<file path="src/rtl/egcd_pkg.sv">
`timescale 1ns / 1ps
// Package for the extended GCD unit: word types, field widths and defaults.
// Used by extended_gcd_unit; depends on nothing.
package egcd_pkg;

  localparam int OPND_WIDTH = 63;
  localparam int COEF_WIDTH = 64;
  localparam int DATA_WIDTH_DEFAULT = 64;

  // Upper bound on the number of Euclid steps for one word.
  localparam int GUARD_WIDTH = 8;
  localparam logic [GUARD_WIDTH-1:0] GUARD_LIMIT = 8'd200;

  typedef struct packed {
    logic [OPND_WIDTH-1:0] a_value;
    logic [OPND_WIDTH-1:0] b_value;
  } in_word_t;

  typedef struct packed {
    logic [OPND_WIDTH-1:0]        divisor;
    logic signed [COEF_WIDTH-1:0] coef_a;
    logic signed [COEF_WIDTH-1:0] coef_b;
  } out_word_t;

endpackage

</file>
<file path="src/rtl/egcd_divider.sv">
`timescale 1ns / 1ps
// Radix-2 restoring divider that also forms quotient*x and quotient*y.
// Uses no package items; instantiated by extended_gcd_unit.
module egcd_divider #(
  parameter int DATA_WIDTH = 64
) (
  input  logic                    clk,
  input  logic                    rst_n,
  input  logic                    start,
  input  logic [DATA_WIDTH-2:0]   dividend,
  input  logic [DATA_WIDTH-2:0]   divisor,
  input  logic [DATA_WIDTH-1:0]   x_mult,
  input  logic [DATA_WIDTH-1:0]   y_mult,
  output logic                    done,
  output logic [DATA_WIDTH-2:0]   remainder,
  output logic [DATA_WIDTH-1:0]   qx_prod,
  output logic [DATA_WIDTH-1:0]   qy_prod
);

  localparam int N = DATA_WIDTH - 1;
  localparam int CW = $clog2(N + 1);
  localparam logic [CW-1:0] CNT_LAST = CW'(1);
  localparam logic [CW-1:0] CNT_FULL = CW'(N);

  logic              busy_r, busy_nxt;
  logic              done_r, done_nxt;
  logic [CW-1:0]     cnt_r, cnt_nxt;
  logic [N-1:0]      num_r, num_nxt;
  logic [N-1:0]      rem_r, rem_nxt;
  logic [N-1:0]      den_r, den_nxt;
  logic [DATA_WIDTH-1:0] xm_r, xm_nxt, ym_r, ym_nxt;
  logic [DATA_WIDTH-1:0] px_r, px_nxt, py_r, py_nxt;

  logic [N:0] trial;
  logic [N:0] diff;
  logic       qbit;

  always_comb begin
    trial = {rem_r, num_r[N-1]};
    diff  = trial - {1'b0, den_r};
    qbit  = ~diff[N];

    busy_nxt = busy_r;
    done_nxt = 1'b0;
    cnt_nxt  = cnt_r;
    num_nxt  = num_r;
    rem_nxt  = rem_r;
    den_nxt  = den_r;
    xm_nxt   = xm_r;
    ym_nxt   = ym_r;
    px_nxt   = px_r;
    py_nxt   = py_r;

    if (start) begin
      busy_nxt = 1'b1;
      cnt_nxt  = CNT_FULL;
      num_nxt  = dividend;
      rem_nxt  = '0;
      den_nxt  = divisor;
      xm_nxt   = x_mult;
      ym_nxt   = y_mult;
      px_nxt   = '0;
      py_nxt   = '0;
    end else if (busy_r) begin
      // Quotient bits come out MSB first, so the products build up Horner style.
      num_nxt = {num_r[N-2:0], 1'b0};
      rem_nxt = qbit ? diff[N-1:0] : trial[N-1:0];
      px_nxt  = {px_r[DATA_WIDTH-2:0], 1'b0} + (qbit ? xm_r : '0);
      py_nxt  = {py_r[DATA_WIDTH-2:0], 1'b0} + (qbit ? ym_r : '0);
      cnt_nxt = cnt_r - CNT_LAST;
      if (cnt_r == CNT_LAST) begin
        busy_nxt = 1'b0;
        done_nxt = 1'b1;
      end
    end
  end

  always_ff @(posedge clk) begin
    if (!rst_n) begin
      busy_r <= 1'b0;
      done_r <= 1'b0;
      cnt_r  <= '0;
    end else begin
      busy_r <= busy_nxt;
      done_r <= done_nxt;
      cnt_r  <= cnt_nxt;
    end
    num_r <= num_nxt;
    rem_r <= rem_nxt;
    den_r <= den_nxt;
    xm_r  <= xm_nxt;
    ym_r  <= ym_nxt;
    px_r  <= px_nxt;
    py_r  <= py_nxt;
  end

  assign done      = done_r;
  assign remainder = rem_r;
  assign qx_prod   = px_r;
  assign qy_prod   = py_r;

endmodule

</file>
<file path="src/rtl/extended_gcd_unit.sv">
`timescale 1ns / 1ps
// Extended Euclid unit: gcd and Bezout coefficients of two operands.
// Depends on egcd_pkg and egcd_divider.
//
//   Channel | Ports                          | Word
//   input   | in_valid, in_ready, in_data    | egcd_pkg::in_word_t
//   result  | out_valid, out_ready, out_data | egcd_pkg::out_word_t
//
// Each Euclid step runs through check, divider start and a wait on the shared
// bit-serial divider, which also forms q*x and q*y; the update is made on its done.
// Reset is synchronous and clears the sequencer and the output valid.
// in_ready is high only while the sequencer is idle; a finished result waits
// in the output register while the next word is accepted and worked on.
module extended_gcd_unit #(
  parameter int DATA_WIDTH = egcd_pkg::DATA_WIDTH_DEFAULT
) (
  input  logic                clk,
  input  logic                rst_n,
  input  logic                in_valid,
  output logic                in_ready,
  input  egcd_pkg::in_word_t  in_data,
  output logic                out_valid,
  input  logic                out_ready,
  output egcd_pkg::out_word_t out_data
);

  localparam int N = DATA_WIDTH - 1;
  localparam logic [DATA_WIDTH-1:0] COEF_ONE = DATA_WIDTH'(1);
  localparam logic [egcd_pkg::GUARD_WIDTH-1:0] GUARD_ONE = egcd_pkg::GUARD_WIDTH'(1);

  localparam logic [2:0] ST_IDLE  = 3'd0;
  localparam logic [2:0] ST_CHECK = 3'd1;
  localparam logic [2:0] ST_DIV   = 3'd2;
  localparam logic [2:0] ST_WAIT  = 3'd3;
  localparam logic [2:0] ST_DONE  = 3'd4;

  logic [2:0] state_r, state_nxt;
  logic [egcd_pkg::GUARD_WIDTH-1:0] guard_r, guard_nxt;
  logic [N-1:0] rold_r, rold_nxt, rcur_r, rcur_nxt;
  logic [DATA_WIDTH-1:0] xold_r, xold_nxt, xcur_r, xcur_nxt;
  logic [DATA_WIDTH-1:0] yold_r, yold_nxt, ycur_r, ycur_nxt;
  logic out_valid_r, out_valid_nxt;
  egcd_pkg::out_word_t out_data_r, out_data_nxt;

  logic div_start;
  logic div_done;
  logic [N-1:0] div_rem;
  logic [DATA_WIDTH-1:0] div_qx, div_qy;

  logic [egcd_pkg::OPND_WIDTH-1:0] div_ext;
  logic [egcd_pkg::COEF_WIDTH-1:0] xa_ext, yb_ext;

  egcd_divider #(
    .DATA_WIDTH(DATA_WIDTH)
  ) u_div (
    .clk       (clk),
    .rst_n     (rst_n),
    .start     (div_start),
    .dividend  (rold_r),
    .divisor   (rcur_r),
    .x_mult    (xcur_r),
    .y_mult    (ycur_r),
    .done      (div_done),
    .remainder (div_rem),
    .qx_prod   (div_qx),
    .qy_prod   (div_qy)
  );

  always_comb begin
    div_ext = '0;
    div_ext[N-1:0] = rold_r;
    xa_ext = {egcd_pkg::COEF_WIDTH{xold_r[DATA_WIDTH-1]}};
    xa_ext[DATA_WIDTH-1:0] = xold_r;
    yb_ext = {egcd_pkg::COEF_WIDTH{yold_r[DATA_WIDTH-1]}};
    yb_ext[DATA_WIDTH-1:0] = yold_r;
  end

  always_comb begin
    state_nxt     = state_r;
    guard_nxt     = guard_r;
    rold_nxt      = rold_r;
    rcur_nxt      = rcur_r;
    xold_nxt      = xold_r;
    xcur_nxt      = xcur_r;
    yold_nxt      = yold_r;
    ycur_nxt      = ycur_r;
    out_data_nxt  = out_data_r;
    out_valid_nxt = out_valid_r && !out_ready;
    div_start     = 1'b0;

    case (state_r)
      ST_IDLE: begin
        if (in_valid) begin
          rold_nxt  = in_data.a_value[N-1:0];
          rcur_nxt  = in_data.b_value[N-1:0];
          xold_nxt  = COEF_ONE;
          xcur_nxt  = '0;
          yold_nxt  = '0;
          ycur_nxt  = COEF_ONE;
          guard_nxt = '0;
          state_nxt = ST_CHECK;
        end
      end
      ST_CHECK: begin
        if (rcur_r == '0 || guard_r == egcd_pkg::GUARD_LIMIT) begin
          state_nxt = ST_DONE;
        end else begin
          state_nxt = ST_DIV;
        end
      end
      ST_DIV: begin
        div_start = 1'b1;
        state_nxt = ST_WAIT;
      end
      ST_WAIT: begin
        if (div_done) begin
          rold_nxt  = rcur_r;
          rcur_nxt  = div_rem;
          xold_nxt  = xcur_r;
          xcur_nxt  = xold_r - div_qx;
          yold_nxt  = ycur_r;
          ycur_nxt  = yold_r - div_qy;
          guard_nxt = guard_r + GUARD_ONE;
          state_nxt = ST_CHECK;
        end
      end
      ST_DONE: begin
        // Hold the result here until the output register is free.
        if (!out_valid_r || out_ready) begin
          out_data_nxt.divisor = div_ext;
          out_data_nxt.coef_a  = xa_ext;
          out_data_nxt.coef_b  = yb_ext;
          out_valid_nxt        = 1'b1;
          state_nxt            = ST_IDLE;
        end
      end
      default: begin
        state_nxt = ST_IDLE;
      end
    endcase
  end

  always_ff @(posedge clk) begin
    if (!rst_n) begin
      state_r     <= ST_IDLE;
      out_valid_r <= 1'b0;
      guard_r     <= '0;
    end else begin
      state_r     <= state_nxt;
      out_valid_r <= out_valid_nxt;
      guard_r     <= guard_nxt;
    end
    rold_r     <= rold_nxt;
    rcur_r     <= rcur_nxt;
    xold_r     <= xold_nxt;
    xcur_r     <= xcur_nxt;
    yold_r     <= yold_nxt;
    ycur_r     <= ycur_nxt;
    out_data_r <= out_data_nxt;
  end

  assign in_ready  = (state_r == ST_IDLE);
  assign out_valid = out_valid_r;
  assign out_data  = out_data_r;

endmodule
</file>
<file path="config.mk">
export PLATFORM = sky130hd
export DESIGN_NAME = extended_gcd_unit
export DESIGN_NICKNAME = d
export VERILOG_FILES = /design/src/rtl/egcd_pkg.sv /design/src/rtl/egcd_divider.sv /design/src/rtl/extended_gcd_unit.sv
export SDC_FILE = /design/constraint.sdc
export NUM_CORES = 2
export LEC_CHECK = 0
export ABC_AREA = 1
export BUFFER_PORTS_ARGS = -buffer_cell sky130_fd_sc_hd__buf_2
export CAP_MARGIN = 20
export CORE_MARGIN = 4
export CORE_UTILIZATION = 30
export CTS_CLUSTER_SIZE = 20
export DETAILED_ROUTE_END_ITERATION = 10
export HOLD_SLACK_MARGIN = 0.02
export PLACE_DENSITY = 0.43
export SETUP_SLACK_MARGIN = 0.05
export SLEW_MARGIN = 20
export SYNTH_ARGS = -nofsm -noshare
export SYNTH_HDL_FRONTEND = slang
export SYNTH_SLANG_ARGS = --single-unit
</file>
<file path="constraint.sdc">
create_clock -name clk -period 16.05 [get_ports clk]
set_clock_uncertainty 0.15 [all_clocks]
set_input_delay 3.21 -clock clk [delete_from_list [all_inputs] [get_ports clk]]
set_output_delay 3.21 -clock clk [all_outputs]
set_load 0.1 [all_outputs]
</file>
==> run metrics <==
final slew viol count=0; crit end category=flop; CORE AREA=200000 µm²; DP Wirelength=174 mm; data arrival time of the worst path=6.59 ns; vias=51200; Crit Path Class=reg2reg; Netlist cell types=61; Yosys top cell area share=41.2%; Fillers=21300; pwr dens=190 nW/µm²; cells on worst reg2reg path=23; initial antenna violation count=6; routed wire length per instance=21.1 µm; Max IR drop VDD=0.000116 V; Ys Warns=0; Critical path buffers and inverters=3; Total Routing Usage GR=20.9%; GR Overflow Total=0; Core Rows=164; status=completed; WL final=224 mm; # clock sinks=1038; Power, Total=13.1 mW; hold endpoint=u_div.xm_r[11]; Post-Syn Instances=7481; number of synthesized register bits=1038; Rel. slew slack=15.7%; worst-path maximum fanout=101; layout cells sized above 1=7.75%; DRC errors left=0; post-cts hold buffer count=0; Post-CTS Setup Bufs=0; Final ANT Viol Nets=0; DR vias/cell=4.83; GPL Wtd Cong=0.947; post-layout util=34.6%; Worst path slowest cell=buf_4; IO Count=323; # port buffers=322; async set-reset flop share out of synthesis=0%; NumNets Final=8281; r2r startpoint=u_div.den_r[46]; maximum clock rate=0.164 GHz; area leader, netlist=edfxtp_1; TritonCTS clock tree=built; family with the most delay on the worst path=simple AND/OR/NAND/NOR gates; height of the die=456 µm; top_reg_cell synth=edfxtp_1; clk slew on worst S/H paths=0.06 ns; maxcap violations=0; first-pass GRT wire length=330 mm; hold_sp=xcur_r[11]; CP startpoint kind=flop; vias in the first global route=50600; Multi-input gate area=25600 µm²; Max stage delay on crit path=0.80 ns; r2r endpoint=u_div.qy_prod[61]; Initial Utilization=30.2%; register area=29100 µm²; sequential cell area fraction in the yosys report=48.2%; post-cts resize count=0; Die Area=208000 µm²; # setup viols final=0; Layout area overhead=14.7%; H-tree depth=4; CP dominant cell by count=nand2_1; Lkg Pwr=29.1 nW; synthesized area per cell=8.06 µm²; Longest Clk Path Bufs=3; Die Wd=456 µm; clk root buf=clkbuf_16; Min-Delay Path Depth=0; worst-skew pair later-pin latency=0.80 ns; final hold violations=0; Num CTS Buffers=130; Worst Max-Slew Pin Slew=1.25 ns; R2R Setup Slk=9.95 ns; RSZ-0062 raised after global routing=no; Crit path required time=16.54 ns; Mapped Nets=7933; Post-synth EDFFs=827; setup TNS=0 ns; Post-Syn Area=60300 µm²; Iteration-0 DRC Markers=4201; pin count of the biggest net entering global routing=127; hold crit path type=reg2reg; final worst path period need=6.10 ns; largest cells by area after synthesis=edfxtp_1 41%, nand2_1 9.2%, inv_1 8.3%; Period Utilization, post-route=38.0%; drt pass-1 iters=5; critical path cell sequence=inv_1 > ha_1 > a21oi_1 > nand2_1 > a21oi_1 > nand2_1 > a21oi_4 > nand3_2 > nand2_8 > buf_4 > nor2_1 > ha_1 > nand2_1 > nor2_1 > inv_1 > nor3_1 > nand2_1 > nand2_1 > nand3_1 > nand2_1 > nand2_1 > nand3_1 > o21ai_0
-- registers in the layout, summed over array words and instances (netlist names), 64 cells and up --
register	count
u_div.qx_prod	64
ycur_r	64
u_div.xm_r	64
yb_ext	64
out_data	191
u_div.qy_prod	64
xcur_r	64
u_div.ym_r	64
xa_ext	64
-- how the worst max path moves through the flow --
| stage | start | end | slack (ns) | cells after the start |
|---|---|---|---|---|
| floorplan | out_ready | out_data[0] | 2.63 | 2 |
| global placement | in_valid | ycur_r[29] | 9.70 | 6 |
| detailed placement | in_valid | yb_ext[26] | 9.64 | 6 |
| CTS | u_div.den_r[46] | u_div.qy_prod[38] | 9.84 | 19 |
| global route | u_div.den_r[46] | u_div.qy_prod[60] | 9.47 | 21 |
| finish | u_div.den_r[46] | u_div.qy_prod[61] | 9.95 | 23 |
-- stage by stage --
| stage | cell area (µm²) | instances | setup slack, ns | hold WS (ns) |
|---|---|---|---|---|
| finish | 69200 | 10600 | 9.95 | 0.279 |
| global route | 69200 | 10600 | 9.47 | 0.300 |
| CTS | 69100 | 10600 | 9.84 | 0.289 |
| detailed placement | 64900 | 10400 | 9.64 | 0.277 |
| global placement | 64900 | 10400 | 9.70 | 0.277 |
| floorplan | 60300 | 7481 | 2.63 | 0.268 |
-- cell type report --
cell class / instances / share of cell area [%]
multi-input combinational: 4973 / 37.1
inverter: 1331 / 7.27
clock inverter: 67 / 0.995
tap: 2656 / 4.81
timing repair buffer: 355 / 2.73
antenna: 3 / 0.0109
sequential: 1038 / 42.0
clock buffer: 169 / 5.11
-- routing by layer --
metal	routed length, µm	track usage, %	vias up
li1	-	-	25500
met1	105000	28.6	24200
met3	10800	3.20	235
met4	5650	5.82	4
met5	27	0	-
met2	103000	34.4	1203
-- synthesized netlist by cell type, types with 13 or more instances --
library cell and count:
a21boi_0 27, a21o_1 62, a21oi_1 560, a31oi_1 60, buf_2 14, clkbuf_1 97, dfxtp_1 211, edfxtp_1 827
ha_1 317, inv_1 1325, nand2_1 1485, nand3_1 288, nand4_1 45, nor2_1 1020, nor3_1 83, nor4_1 33
o211ai_1 37, o21a_1 37, o21ai_0 581, o21ai_1 46, o21bai_1 68, o22ai_1 55, or2_2 15, xnor2_1 13
xor2_1 38
-- cell families after synthesis --
family	Yosys count	share of synthesized area, %
AND/OR/NAND/NOR	3020	20.3
AO/OA/AOI/OAI	1580	14.7
flip-flops	1038	48.2
adder cells (fa/ha/maj)	322	6.75
buffers and inverters	1470	9.35
XOR/XNOR	51	0.741
-- power breakdown --
part	internal, mW	switching, mW
Combinational	1.61	4.34
Sequential	3.76	0.424
Clock	1.71	1.25
-- worst register-to-register path: cells and delay by family, from the launching register on --
kind / cells / cell delay (ns)
flops: 1 / 0.32
simple gates: 14 / 2.94
fa+ha+maj: 2 / 0.74
compound gates: 4 / 0.86
buf+inv: 3 / 0.95
-- cell usage in the layout (no fill, tap or decap), drive strengths merged, types with 169 or more instances in the layout --
master,count
a21oi,565
buf,355
clkbuf,169
dfxtp,211
edfxtp,827
ha,317
inv,1341
nand2,1497
nand3,291
nor2,1025
o21ai,628
Power figures use the tool's default switching activity.
